--- src/rtl/tpq_pkg.sv ---
// Shared types and constants for the touch point qualifier.
// No dependencies; imported by every module of the block.
package tpq_pkg;

   // Coordinate width default and panel size register width
   localparam int COORD_BITS_DEF = 10;
   localparam int PANEL_BITS     = 11;

   // Configuration register indexes
   localparam int CSR_IDX_BITS = 2;
   localparam logic [CSR_IDX_BITS-1:0] CSR_ROTATION     = 2'd0;
   localparam logic [CSR_IDX_BITS-1:0] CSR_PANEL_WIDTH  = 2'd1;
   localparam logic [CSR_IDX_BITS-1:0] CSR_PANEL_HEIGHT = 2'd2;

   // Rotation codes; the spare code maps as portrait
   localparam int ROT_BITS = 2;
   localparam logic [ROT_BITS-1:0] ROT_PORTRAIT = 2'd0;
   localparam logic [ROT_BITS-1:0] ROT_LAND_A   = 2'd1;
   localparam logic [ROT_BITS-1:0] ROT_LAND_B   = 2'd2;

   // Register reset values
   localparam logic [PANEL_BITS-1:0] PANEL_WIDTH_RST  = 11'd368;
   localparam logic [PANEL_BITS-1:0] PANEL_HEIGHT_RST = 11'd448;

   // Empty polls held as a press before release
   localparam int MISS_BITS = 2;
   localparam logic [MISS_BITS-1:0] MISS_LIMIT = 2'd2;

   typedef struct packed {
      logic [ROT_BITS-1:0]   rotation_mode;
      logic [PANEL_BITS-1:0] panel_width;
      logic [PANEL_BITS-1:0] panel_height;
   } cfg_type;

   typedef struct packed {
      logic pressed;
      logic wake_request;
      logic touch_active;
      logic held_on_miss;
   } qual_flags_type;

endpackage

--- src/rtl/tpq_csr.sv ---
// Configuration registers of the touch point qualifier.
// Depends on tpq_pkg for register indexes, widths and reset values.
module tpq_csr
   import tpq_pkg::*;
(
   input  logic                    clock,
   input  logic                    reset,
   input  logic                    csr_valid,
   output logic                    csr_ready,
   input  logic [CSR_IDX_BITS-1:0] csr_index,
   input  logic [PANEL_BITS-1:0]   csr_data,
   output cfg_type                 cfg
);

   cfg_type cfg_ff, cfg_in;

   // Always able to take a write
   assign csr_ready = 1'b1;

   // Register decode; unlisted indexes are dropped
   always_comb begin
      cfg_in = cfg_ff;
      if (csr_valid) begin
         unique case (csr_index)
            CSR_ROTATION:     cfg_in.rotation_mode = csr_data[ROT_BITS-1:0];
            CSR_PANEL_WIDTH:  cfg_in.panel_width   = csr_data;
            CSR_PANEL_HEIGHT: cfg_in.panel_height  = csr_data;
            default:          cfg_in = cfg_ff;
         endcase
      end
   end

   always_ff @(posedge clock) begin
      if (reset) begin
         cfg_ff.rotation_mode <= ROT_PORTRAIT;
         cfg_ff.panel_width   <= PANEL_WIDTH_RST;
         cfg_ff.panel_height  <= PANEL_HEIGHT_RST;
      end else begin
         cfg_ff <= cfg_in;
      end
   end

   assign cfg = cfg_ff;

endmodule

--- src/rtl/tpq_map.sv ---
// Rotation mapping and clamping of one raw touch point.
// Depends on tpq_pkg for the configuration struct and rotation codes.
module tpq_map
   import tpq_pkg::*;
#(
   parameter int COORD_BITS = COORD_BITS_DEF
) (
   input  cfg_type               cfg,
   input  logic [COORD_BITS-1:0] raw_x,
   input  logic [COORD_BITS-1:0] raw_y,
   output logic [COORD_BITS-1:0] map_x,
   output logic [COORD_BITS-1:0] map_y
);

   // Wide enough for panel size minus raw coordinate, plus sign
   localparam int CALC_W = ((COORD_BITS > PANEL_BITS) ? COORD_BITS : PANEL_BITS) + 2;
   localparam logic signed [CALC_W-1:0] ONE_S = {{(CALC_W-1){1'b0}}, 1'b1};
   localparam logic signed [CALC_W-1:0] MAX_S =
      {{(CALC_W-COORD_BITS){1'b0}}, {COORD_BITS{1'b1}}};

   logic signed [CALC_W-1:0] pw_s, ph_s, rx_s, ry_s, mx_s, my_s;

   assign pw_s = {{(CALC_W-PANEL_BITS){1'b0}}, cfg.panel_width};
   assign ph_s = {{(CALC_W-PANEL_BITS){1'b0}}, cfg.panel_height};
   assign rx_s = {{(CALC_W-COORD_BITS){1'b0}}, raw_x};
   assign ry_s = {{(CALC_W-COORD_BITS){1'b0}}, raw_y};

   // Select mapping by rotation
   always_comb begin
      case (cfg.rotation_mode)
         ROT_LAND_A: begin
            mx_s = ry_s;
            my_s = pw_s - ONE_S - rx_s;
         end
         ROT_LAND_B: begin
            mx_s = ph_s - ONE_S - ry_s;
            my_s = rx_s;
         end
         default: begin
            mx_s = rx_s;
            my_s = ry_s;
         end
      endcase
   end

   // Negative goes to zero, oversize saturates
   function automatic logic [COORD_BITS-1:0] clamp(input logic signed [CALC_W-1:0] v);
      logic [COORD_BITS-1:0] r;
      if (v[CALC_W-1])   r = '0;
      else if (v > MAX_S) r = {COORD_BITS{1'b1}};
      else                r = v[COORD_BITS-1:0];
      return r;
   endfunction

   assign map_x = clamp(mx_s);
   assign map_y = clamp(my_s);

endmodule

--- src/rtl/tpq_qual.sv ---
// Press qualification state: latched point, miss count, swallow and touched flags.
// Depends on tpq_pkg for the miss limit and the result flag struct.
module tpq_qual
   import tpq_pkg::*;
#(
   parameter int COORD_BITS = COORD_BITS_DEF
) (
   input  logic                  clock,
   input  logic                  reset,
   input  logic                  advance,
   input  logic                  touch_valid,
   input  logic                  screen_off,
   input  logic                  boot_swallow,
   input  logic [COORD_BITS-1:0] map_x,
   input  logic [COORD_BITS-1:0] map_y,
   output qual_flags_type        flags,
   output logic [COORD_BITS-1:0] point_x,
   output logic [COORD_BITS-1:0] point_y
);

   logic [MISS_BITS-1:0]  miss_ff, miss_in;
   logic [COORD_BITS-1:0] last_x_ff, last_x_in, last_y_ff, last_y_in;
   logic                  swallow_ff, swallow_in;
   logic                  touched_ff, touched_in;

   // Next state and flags for the request in the stage
   always_comb begin
      miss_in    = miss_ff;
      last_x_in  = last_x_ff;
      last_y_in  = last_y_ff;
      touched_in = touched_ff;
      swallow_in = swallow_ff | (boot_swallow & touch_valid);
      flags      = '0;
      if (touch_valid) begin
         if (screen_off) begin
            flags.wake_request = 1'b1;
            swallow_in         = 1'b1;
         end
         if (!swallow_in) begin
            last_x_in     = map_x;
            last_y_in     = map_y;
            miss_in       = '0;
            touched_in    = 1'b1;
            flags.pressed = 1'b1;
         end
      end else if (touched_ff && (miss_ff < MISS_LIMIT)) begin
         // repeat last point over an empty poll
         miss_in            = miss_ff + 1'b1;
         flags.pressed      = 1'b1;
         flags.held_on_miss = 1'b1;
      end else begin
         miss_in    = '0;
         swallow_in = 1'b0;
         touched_in = 1'b0;
      end
      flags.touch_active = touched_in;
   end

   always_ff @(posedge clock) begin
      if (reset) begin
         miss_ff    <= '0;
         last_x_ff  <= '0;
         last_y_ff  <= '0;
         swallow_ff <= 1'b0;
         touched_ff <= 1'b0;
      end else if (advance) begin
         miss_ff    <= miss_in;
         last_x_ff  <= last_x_in;
         last_y_ff  <= last_y_in;
         swallow_ff <= swallow_in;
         touched_ff <= touched_in;
      end
   end

   assign point_x = last_x_in;
   assign point_y = last_y_in;

endmodule

--- src/rtl/touch_point_qualifier_top.sv ---
// Top level of the touch point qualifier: request register, mapping, state, result register.
// Depends on tpq_pkg, tpq_csr, tpq_map and tpq_qual.
//
//   channel   handshake               payload
//   req       req_valid / req_ready   touch_valid, raw_x, raw_y, screen_off, boot_swallow
//   rsp       rsp_valid / rsp_ready   pressed, point_x, point_y, wake_request,
//                                     touch_active, held_on_miss
//   csr       csr_valid / csr_ready   csr_index, csr_data (write only)
//
// One request per cycle sustained while rsp_ready is held high; a taken request loads the request
// register, then moves into the result register once that is free or being emptied (mapping
// and state update sit between the two registers).
// Reset is synchronous: state and panel registers return to defaults, both stages empty.
// A stalled result holds the result register; the request register still drains into it
// in the same cycle the result is taken, so req_ready stays high through a rsp_ready pulse.
// csr_ready is always high.
module touch_point_qualifier_top
   import tpq_pkg::*;
#(
   parameter int COORD_BITS = COORD_BITS_DEF
) (
   input  logic                    clock,
   input  logic                    reset,
   input  logic                    req_valid,
   output logic                    req_ready,
   input  logic                    req_touch_valid,
   input  logic [COORD_BITS-1:0]   req_raw_x,
   input  logic [COORD_BITS-1:0]   req_raw_y,
   input  logic                    req_screen_off,
   input  logic                    req_boot_swallow,
   output logic                    rsp_valid,
   input  logic                    rsp_ready,
   output logic                    rsp_pressed,
   output logic [COORD_BITS-1:0]   rsp_point_x,
   output logic [COORD_BITS-1:0]   rsp_point_y,
   output logic                    rsp_wake_request,
   output logic                    rsp_touch_active,
   output logic                    rsp_held_on_miss,
   input  logic                    csr_valid,
   output logic                    csr_ready,
   input  logic [CSR_IDX_BITS-1:0] csr_index,
   input  logic [PANEL_BITS-1:0]   csr_data
);

   cfg_type               cfg;
   logic                  in_valid_ff, in_valid_in;
   logic                  in_touch_ff, in_scr_ff, in_boot_ff;
   logic [COORD_BITS-1:0] in_x_ff, in_y_ff;
   logic                  advance, req_fire;
   logic [COORD_BITS-1:0] map_x, map_y, point_x, point_y;
   qual_flags_type        flags;
   logic                  rsp_valid_ff, rsp_valid_in;
   qual_flags_type        rsp_flags_ff;
   logic [COORD_BITS-1:0] rsp_x_ff, rsp_y_ff;

   tpq_csr u_csr (
      .clock     (clock),
      .reset     (reset),
      .csr_valid (csr_valid),
      .csr_ready (csr_ready),
      .csr_index (csr_index),
      .csr_data  (csr_data),
      .cfg       (cfg)
   );

   // Stage moves when the result register is free or being emptied
   assign advance   = in_valid_ff & (~rsp_valid_ff | rsp_ready);
   assign req_ready = ~in_valid_ff | advance;
   assign req_fire  = req_valid & req_ready;

   // Request register
   assign in_valid_in = req_fire | (in_valid_ff & ~advance);

   always_ff @(posedge clock) begin
      if (reset) begin
         in_valid_ff <= 1'b0;
      end else begin
         in_valid_ff <= in_valid_in;
      end
   end

   always_ff @(posedge clock) begin
      if (req_fire) begin
         in_touch_ff <= req_touch_valid;
         in_x_ff     <= req_raw_x;
         in_y_ff     <= req_raw_y;
         in_scr_ff   <= req_screen_off;
         in_boot_ff  <= req_boot_swallow;
      end
   end

   tpq_map #(.COORD_BITS(COORD_BITS)) u_map (
      .cfg   (cfg),
      .raw_x (in_x_ff),
      .raw_y (in_y_ff),
      .map_x (map_x),
      .map_y (map_y)
   );

   tpq_qual #(.COORD_BITS(COORD_BITS)) u_qual (
      .clock        (clock),
      .reset        (reset),
      .advance      (advance),
      .touch_valid  (in_touch_ff),
      .screen_off   (in_scr_ff),
      .boot_swallow (in_boot_ff),
      .map_x        (map_x),
      .map_y        (map_y),
      .flags        (flags),
      .point_x      (point_x),
      .point_y      (point_y)
   );

   // Result register
   assign rsp_valid_in = advance | (rsp_valid_ff & ~rsp_ready);

   always_ff @(posedge clock) begin
      if (reset) begin
         rsp_valid_ff <= 1'b0;
      end else begin
         rsp_valid_ff <= rsp_valid_in;
      end
   end

   always_ff @(posedge clock) begin
      if (advance) begin
         rsp_flags_ff <= flags;
         rsp_x_ff     <= point_x;
         rsp_y_ff     <= point_y;
      end
   end

   assign rsp_valid        = rsp_valid_ff;
   assign rsp_pressed      = rsp_flags_ff.pressed;
   assign rsp_point_x      = rsp_x_ff;
   assign rsp_point_y      = rsp_y_ff;
   assign rsp_wake_request = rsp_flags_ff.wake_request;
   assign rsp_touch_active = rsp_flags_ff.touch_active;
   assign rsp_held_on_miss = rsp_flags_ff.held_on_miss;

endmodule

--- config.mk ---
export PLATFORM = sky130hd
export DESIGN_NAME = touch_point_qualifier_top
export DESIGN_NICKNAME = d
export VERILOG_FILES = /design/src/rtl/tpq_pkg.sv /design/src/rtl/tpq_csr.sv /design/src/rtl/tpq_map.sv /design/src/rtl/tpq_qual.sv /design/src/rtl/touch_point_qualifier_top.sv
export SDC_FILE = /design/constraint.sdc
export NUM_CORES = 1
export LEC_CHECK = 0
export ABC_AREA = 1
export ABC_CLOCK_PERIOD_IN_PS = 7400
export BUFFER_PORTS_ARGS = -buffer_cell sky130_fd_sc_hd__clkbuf_2
export CORE_MARGIN = 2
export CORE_UTILIZATION = 55
export CTS_CLUSTER_SIZE = 10
export DETAILED_ROUTE_END_ITERATION = 6
export GPL_TIMING_DRIVEN = 0
export HOLD_SLACK_MARGIN = 0.1
export PLACE_DENSITY = 0.88
export SYNTH_ARGS = -nofsm -noshare
export SYNTH_HDL_FRONTEND = slang
export SYNTH_HIERARCHICAL = 1
export SYNTH_SLANG_ARGS = --single-unit
--- constraint.sdc ---
create_clock -name clock -period 7.4 [get_ports clock]
set_clock_uncertainty 0.15 [all_clocks]
set_input_delay 0.74 -clock clock [delete_from_list [all_inputs] [get_ports clock]]
set_output_delay 0.74 -clock clock [all_outputs]
set_load 0.05 [all_outputs]
* Yosys cells after proc, flatten, opt, wreduce, memory -nomap -nowiden
Cells that the tools add are included.
** Word-level totals
- Register bits after elaboration :: 97
- Word-level logic and storage cells :: 78
- Input port bits :: 41
- Output and inout bits :: 27
** Cells by class
- Bitwise logic cells :: 14
- Add/sub/neg operators :: 5
- Muxes and demuxes :: 24
- Equality and inequality tests :: 5
- Reduce and logical (&&, ||, !) cells :: 6
- $lt $le $gt $ge :: 3
** Operator list (count)
- $mux 10 :: 8
- $pmux 13 s2 :: 2
- $gt 13x11->1 const B :: 2
- $sub 13x11->13 :: 2
- $sub 11x1->12 const B :: 2
- $mux 1 :: 11
- $reduce_and 2->1 :: 4
- $mux 2 :: 3
- $and 1x1->1 :: 5
- $or 1x1->1 :: 5
- $eq 2x1->1 const B :: 2
- $eq 2x2->1 const B :: 2
- $not 1->1 :: 4
- $add 2x1->2 const B :: 1
- $logic_not 2->1 :: 1
- $lt 2x2->1 const B :: 1
- $ne 2x2->1 const B :: 1
- $logic_and 1x1->1 :: 1

* Depth between registers and ports, before layout
Gate-level depths: netlist (run 1).
- Depth after elaboration :: 8
- Gate-level depth with buffers :: 22
- Mapped depth without buffers :: 22

* Cells and area by module
Netlist (run 1), hierarchy kept.
** By module, submodules not included
- tpq_map :: area an instance 2199.6 um^2, times used 1, cells an instance 392, seq. area each 0.0 um^2
- touch_point_qualifier_top :: area an instance 1502.7 um^2, times used 1, cells an instance 59, seq. area each 1451.4 um^2
- tpq_qual :: area an instance 1440.1 um^2, times used 1, cells an instance 235, seq. area each 480.5 um^2
- tpq_csr :: area an instance 1014.7 um^2, times used 1, cells an instance 144, seq. area each 480.5 um^2

* Worst setup path after synthesis (run 1)
OpenSTA, ideal clock, no wires.
- Path type :: input-to-reg
- Start point :: input port rsp_ready
- End point :: register u_qual.swallow_ff
- Path slack :: 4.380 ns
- Cell stages on the path :: 7
- Arrival :: 2.755 ns
- Data required time :: 7.135 ns
- Buffers on the path :: 2
- Setup time :: 0.115 ns
- Cells stage by stage :: inv_2 a21oi_1 buf_6 buf_2 nand2_1 o21ai_0 inv_1
** Between the ends
- Cells in the longest elaborated chain, start to end :: 2
** Ends and longest elaborated chain
- from (decl) :: line touch_point_qualifier_top.sv:32 : input logic rsp_ready,
- $or 1x1->1 :: line touch_point_qualifier_top.sv:67 : assign advance = in_valid_ff & (~rsp_valid_ff | rsp_ready);
- $and 1x1->1 :: line touch_point_qualifier_top.sv:67
- named net advance :: line touch_point_qualifier_top.sv:49 : logic advance, req_fire;
- to (signal assigned) :: line tpq_qual.sv:70 : swallow_ff <= swallow_in;
- to (decl) :: line tpq_qual.sv:23 : logic swallow_ff, swallow_in;
The timed path passes the listed nets, and every way through them passes these cells.
A chain may end at the register's enable or synchronous reset.

* Final worst setup path (run 1)
- Start point :: register u_csr.cfg_ff, in the netlist u_csr/cfg[0]
- End point :: register rsp_x_ff[2] (netlist: rsp_point_x[2]), data pin
** Between the ends
- Cells in the longest elaborated chain, start to end :: 8
** Ends and longest elaborated chain
- from (decl) :: line tpq_csr.sv:15 : cfg_type cfg_ff, cfg_in;
- from (signal assigned) :: line tpq_csr.sv:39 : cfg_ff <= cfg_in;
- $sub 11x1->12 (*) :: line tpq_map.sv:36 : mx_s = ph_s - ONE_S - ry_s;
- $sub 13x11->13 (*) :: line tpq_map.sv:36
- $pmux 13 s2 (*) :: line tpq_map.sv:30 : case (cfg.rotation_mode)
- $gt 13x11->1 :: line tpq_map.sv:50 : else if (v > MAX_S) r = {COORD_BITS{1'b1}};
- $mux 10 :: line tpq_map.sv:50
- $mux 10 (*) :: line tpq_map.sv:49 : if (v[CALC_W-1]) r = '0;
- named net map_x[2] :: line touch_point_qualifier_top.sv:50 : logic [COORD_BITS-1:0] map_x, map_y, point_x, point_y;
- $mux 10 (*) :: line tpq_qual.sv:39 : if (!swallow_in) begin
- $mux 10 (*) :: line tpq_qual.sv:34 : if (touch_valid) begin
- named net point_x[2] :: line touch_point_qualifier_top.sv:50
- to (signal assigned) :: line touch_point_qualifier_top.sv:128 : rsp_x_ff <= point_x;
- to (decl) :: line touch_point_qualifier_top.sv:54 : logic [COORD_BITS-1:0] rsp_x_ff, rsp_y_ff;
The timed path passes the listed nets; every way through them passes the cells marked *.

==> metrics.csv, run 1 <==
stage;metric;value;unit
timing;slew_headroom;0.385;
cells_and_area;num_antenna_cells;0;
cells_and_area;syn2layout_area_growth;11.9;%
setup_path;required;7.39;ns
setup_path;cp.buffers_inverters;1;
power;power;1.34;mW
timing;fmaxAchievable;315;MHz
yosys;yosysSeqAreaShare;0.392;
place;io_buffers;65;
timing;hold_viol;0;
yosys;synth_area;6160;um2
global_routing;grt_pass1_wl;23600;um
timing;fin_crit;3.17;ns
yosys;ys_ff_latch;97;
place;gp_congestion;1.00;
global_routing;antenna_found_initial;0;
status;status;finished clean;
clock_network;clk_latency;0.38;ns
place;placed_area;6680;um2
yosys;async_flop_share;0;
setup_path;crit_chain;inv_1, ha_1, nand2_1, nor3_1, xor2_1, ha_1, nand2_1, nor2_1, nand3_1, nand3_1, nand2_1, nand3_1, nand2_1, nand2_1, nand2_2, nand2_4, a21oi_1, nand2_1, nand2_1;
clock_network;ctsHoldBuffers;0;
timing;setup_ws;4.23;ns
clock_network;cts.sinks;97;
setup_path;cpLargestDelayFamily;simple AND/OR/NAND/NOR gates;
yosys;syn_avg_cell_area;7.42;um2
routing;dr_total_vias;5526;
clock_network;cts_buffers;9;
clock_network;clk_pin_slew;0.10;ns
yosys;yosysUniqueCellTypes;45;
floorplanning;rows;38;
min_path;hold_class;register to register;
floorplanning;pin_count;68;
yosys;synth-edff-count;47;
timing;finalCritPeriodShare;0.429;
run;maxCapViolations;0;
global_routing;met1_usage;0.336;
floorplanning;die_h;110;um
global_routing;grt_pass1_vias;5159;
timing;holdWs;0.344;ns
place;dp_hpwl;11000;um
place;place_inst;1036;
clock_network;htreeDepth;3;
power;p_leak;3.46;nW
global_routing;grt_max_degree;24;
floorplanning;start_util;0.566;
clock_network;clk_path_buf_depth;2;
global_routing;grt.total_usage;0.254;
yosys;synthCells;830;
setup_path;crit_top_cell;nand2_1;
power;ir_worst_vdd;134;uV
setup_path;start_kind;register;
global_routing;grt_use_met2;0.416;
setup_path;cp_slowest_cell;ha_1;
yosys;synthesis.nets;897;
routing;vias_per_cell;5.25;
setup_path;path_max_fanout;10;
routing;drt-pass1-iter-count;5;
cells_and_area;stdcell_count;1052;
timing;fin_tns_setup;0;ns
routing;wl_per_cell;13.5;um
timing;slew_violations;0;
setup_path;end_kind;register;
cells_and_area;layout-drive-gt1-share;0.179;
global_routing;busiest_layer;met2;
setup_path;path_class;register to register;
cells_and_area;utilization;0.633;
routing;drt_wl_total;14200;um
setup_path;crit_path_max_incr_delay;0.41;ns
timing;worst_pin_slew;0.922;ns
clock_network;cts_tree;yes;
routing;drc_errors;0;
floorplanning;die_w;110;um
routing;ant_nets;0;
clock_network;cts_resized;0;
cells_and_area;stdcell_area;6890;um2
yosys;yosys_most_used_dff;dfxtp_1;
yosys;ys_warn_count;6;
floorplanning;die-area;12100;um2
global_routing;met3_usage;0.0344;
floorplanning;core_area;10900;um2
timing;setup_violations;0;
power;power_density;195;nW/um2
clock_network;post_cts_buffers;0;
routing;initialDrtViolationCount;443;
global_routing;grt_overflow;0;
cells_and_area;fin_nets;974;
clock_network;cts_root_buffer;clkbuf_8;
timing;rsz0062_at_grt;false;
setup_path;crit_arrival;3.16;ns
place;pre_cts_ws;4.28;ns
==> layout by cell type, fill, tap and decap left out, types with 3 or more instances in the layout <==
cell type  instances
dfxtp_1           50
clkbuf_2          65
clkbuf_1           5
nand2_2           23
nand2_1          206
a221oi_1           5
nand3_2            3
nor2_2             9
a21oi_2            5
nor3_2             5
nand2_4            3
clkbuf_8          10
buf_6              7
buf_2              5
ha_1              24
o21bai_1           9
inv_2              8
nand4_1           11
buf_4              3
nand3_1           57
inv_1            126
nor3_1             5
o21ai_0            8
xnor2_1            7
o22ai_1            7
edfxtp_1          47
a21oi_1           42
xor2_1            10
nor2_1           112
o221ai_1           6
==> state kept, by name, indices dropped and copies added (netlist names), 2 cells and up <==
name and cells:
rsp_point_y 10, u_qual/last_x_ff 10, u_qual/last_y_ff 10, in_y_ff 10
in_x_ff 10, u_csr/cfg 24, u_qual/miss_ff 2, rsp_point_x 10
==> Yosys cell counts, drive strengths merged, types with 5 or more instances <==
cell    number  area (um2)
xnor2        7        61.3
inv        134         503
xor2        10        87.6
clkbuf       6        32.5
nor2       124         528
o21ai       10        65.1
edfxtp      47        1410
a21oi       47         250
nor3        10        75.1
nand4       12        81.3
nand2      232         951
dfxtp       50        1000
o221ai       6        52.6
o21bai       9        67.6
ha          24         300
nand3       62         350
buf         16         141
a221oi       5        43.8
o22ai        7        43.8
==> worst paths after layout <==
| path | to | start | slack (ns) | cells after the start |
|---|---|---|---|---|
| min reg2reg | u_csr/cfg[15] | u_csr/cfg[15] | 0.34 | 2 |
| min | u_csr/cfg[15] | u_csr/cfg[15] | 0.34 | 2 |
| max | rsp_point_x[2] | u_csr/cfg[0] | 4.23 | 19 |
| max reg2reg | rsp_point_x[2] | u_csr/cfg[0] | 4.23 | 19 |
==> cell families after synthesis <==
group	count (synthesis)	synth area share
DFF	97	0.392
AOI/OAI and AO/OA	89	0.0906
xor gates and xnor gates	17	0.0242
other	1	0.000609
and+or+nand+nor	442	0.325
buffers and inverters	158	0.113
adders and majority gates	26	0.0553
==> where the power goes <==
part / internal (mW) / switching [mW]
logic: 0.124 / 0.234
clock network: 0.162 / 0.205
registers: 0.599 / 0.0217
==> worst min-delay path: cells and delay by family (launching register included) <==
kind          cells  cell delay [ns]
flops             1             0.34
simple gates      2             0.11
==> metal layers <==
metal	share of wire	wire, um	vias to the layer above
met3	0.058	821	33
li1	-	-	2799
met2	0.48	6800	196
met1	0.44	6250	2498
met5	0	0	-
met4	0.025	352	0
==> final cells by class <==
class                           instances  area (um2)
Fill cell                             946        4000
Tap cell                              140         175
Clock inverter                          7        87.6
Clock buffer                            9         124
Timing Repair Buffer                   66         340
Sequential cell                        97        2410
Multi-Input combinational cell        575        3050
Inverter                              134         503
Buffer                                 24         191
Power figures use the tool's default switching activity.
==> run 2: changes to the inputs <==
--- a/config.mk
+++ b/config.mk
@@ -6,7 +6,7 @@
 export NUM_CORES = 1
 export LEC_CHECK = 0
 export ABC_AREA = 1
-export ABC_CLOCK_PERIOD_IN_PS = 7400
+export ABC_CLOCK_PERIOD_IN_PS = 3250
 export BUFFER_PORTS_ARGS = -buffer_cell sky130_fd_sc_hd__clkbuf_2
 export CORE_MARGIN = 2
 export CORE_UTILIZATION = 55
==> constraint.sdc (replaced) <==
create_clock -name clock -period 3.25 [get_ports clock]
set_clock_uncertainty 0.15 [all_clocks]
set_input_delay 0.325 -clock clock [delete_from_list [all_inputs] [get_ports clock]]
set_output_delay 0.325 -clock clock [all_outputs]
set_load 0.05 [all_outputs]
==> metrics.csv, run 2 (synthesis results as in run 1) <==
stage;metric;value;unit
place;placed_area;6680;um2
global_routing;grt.total_usage;0.275;
clock_network;cts_buffers;9;
cells_and_area;final_cell_mix;nand2_1 (205), inv_1 (126), nor2_1 (112), clkbuf_2 (65), nand3_1 (56);
place;pre_cts_ws;0.126;ns
global_routing;antenna_found_initial;1;
cells_and_area;stdcell_area;7380;um2
global_routing;grt_overflow;0;
routing;vias_per_cell;5.38;
setup_path;reg2reg_to;u_qual/last_y_ff[5];
timing;setup_ws;0.151;ns
floorplanning;rows;38;
cells_and_area;fin_nets;1016;
routing;ant_nets;0;
timing;setup_violations;0;
cells_and_area;largest_reg_flops;24;
cells_and_area;final_common_cell;nand2_1;
floorplanning;die_w;110;um
place;dp_hpwl;11000;um
min_path;hold_class;primary input to register;
power;ir_worst_vdd;293;uV
setup_path;crit_arrival;3.30;ns
min_path;hp-start;reset;
setup_path;worstReg2RegStart;u_csr/cfg[17];
cells_and_area;layout-drive-gt1-share;0.190;
timing;hold_viol;0;
setup_path;end_kind;register;
setup_path;required;3.45;ns
clock_network;cts_root_buffer;clkbuf_8;
timing;slew_violations;0;
run;maxCapViolations;0;
global_routing;grt_pass1_vias;5547;
power;power_density;426;nW/um2
cells_and_area;utilization;0.678;
routing;drt_wl_total;16300;um
timing;finalCritPeriodShare;0.954;
clock_network;clk_pin_slew;0.10;ns
min_path;min_delay_path_depth;2;
clock_network;clk_latency;0.39;ns
status;status;finished clean;
setup_path;path_class;register to register;
clock_network;clk_path_buf_depth;2;
clock_network;cts_tree;yes;
timing;fin_crit;3.10;ns
power;p_leak;3.64;nW
clock_network;htreeDepth;3;
setup_path;path_max_fanout;5;
setup_path;start_kind;register;
min_path;holdPathEnd;rsp_valid;
timing;fmaxAchievable;323;MHz
setup_path;r2r_slack;0.15;ns
floorplanning;die-area;12100;um2
routing;drc_errors;0;
timing;worst_pin_slew;0.955;ns
routing;initialDrtViolationCount;571;
floorplanning;pin_count;68;
clock_network;cts.sinks;97;
floorplanning;start_util;0.566;
routing;dr_total_vias;5887;
setup_path;ff2ff_path_depth;18;
global_routing;grt_max_degree;24;
floorplanning;core_area;10900;um2
place;io_buffers;65;
global_routing;grt_pass1_wl;25400;um
routing;wl_per_cell;14.9;um
timing;slew_headroom;0.363;
routing;drt-pass1-iter-count;7;
floorplanning;die_h;110;um
place;gp_congestion;1.00;
cells_and_area;syn2layout_area_growth;19.8;%
==> run 2: cell count changes in the layout (fill, tap and decap cells not counted), moves of 2 or more <==
cell	previous run	this run
dlygate4sd3_1	0	37
nor3_4	0	2
ha_1	24	20
nor3_1	5	2
dfxtp_2	0	3
ha_4	0	2
dfxtp_1	50	46
ha_2	0	2
buf_4	3	6
==> run 2: layer usage <==
metal,GRT usage,vias up,share of wire
met5,0,-,0
met4,0.134,0,0.040
met3,0.0403,65,0.071
met2,0.459,270,0.49
met1,0.347,2665,0.40
li1,-,2887,-
==> run 2: worst max path at each step <==
stage	from	to	slack, ns
after CTS	u_csr/cfg[0]	rsp_point_x[2]	0.11
after floorplan	rsp_valid	u_qual/swallow_ff	0.40
after global placement	rsp_ready	u_qual/swallow_ff	-0.03
final	u_csr/cfg[17]	u_qual/last_y_ff[5]	0.15
after global routing	u_csr/cfg[0]	u_qual/last_x_ff[4]	-0.05
after detailed placement	u_csr/cfg[17]	rsp_point_y[1]	0.13
==> run 2: power by group <==
part	internal, mW	switching (mW)
Clock	0.369	0.475
Combinational	0.320	0.562
Sequential	1.36	0.0523
==> run 2: timing repair <==
item                                    4_1_cts  5_1_grt
gates resized for setup                       0       19
setup buffers                                 0        3
hold buffers                                 37        0
hold endpoints to repair                     44        0
endpoints found under the setup margin        0       40
==> run 2: area by class of cell <==
cell class / count / area, um2
Antenna cell: 1 / 2.50
Buffer: 24 / 191
Clock buffer: 9 / 124
Clock inverter: 7 / 87.6
Fill cell: 844 / 3510
Inverter: 134 / 503
Multi-Input combinational cell: 577 / 3140
Sequential cell: 97 / 2420
Tap cell: 140 / 175
Timing Repair Buffer: 106 / 733
==> run 2: critical path, stage by stage (launching register included) <==
cell	delay, ns
dfxtp_4	0.36
or2_1	0.24
nor2_2	0.11
nand2_2	0.08
buf_4	0.15
xnor2_1	0.12
ha_1	0.39
nand2_1	0.12
nor2_1	0.13
nand3_1	0.11
nand3_1	0.16
o21ai_2	0.11
nor2_2	0.21
nand2_2	0.14
a21oi_1	0.15
nand2_1	0.10
nand3_1	0.09
nand2_1	0.07
inv_1	0.06
==> run 2: through the flow <==
stage | TNS (ns) | total power, mW | instances | hold slack [ns]
after floorplan | 0 | 2.05 | 830 | 0.237
after global placement | -0.0278 | 2.22 | 1035 | 0.322
after detailed placement | 0 | 2.24 | 1036 | 0.332
after CTS | 0 | 3.11 | 1089 | 0.115
after global routing | -0.154 | 3.30 | 1095 | 0.120
final | 0 | 3.14 | 1095 | 0.115
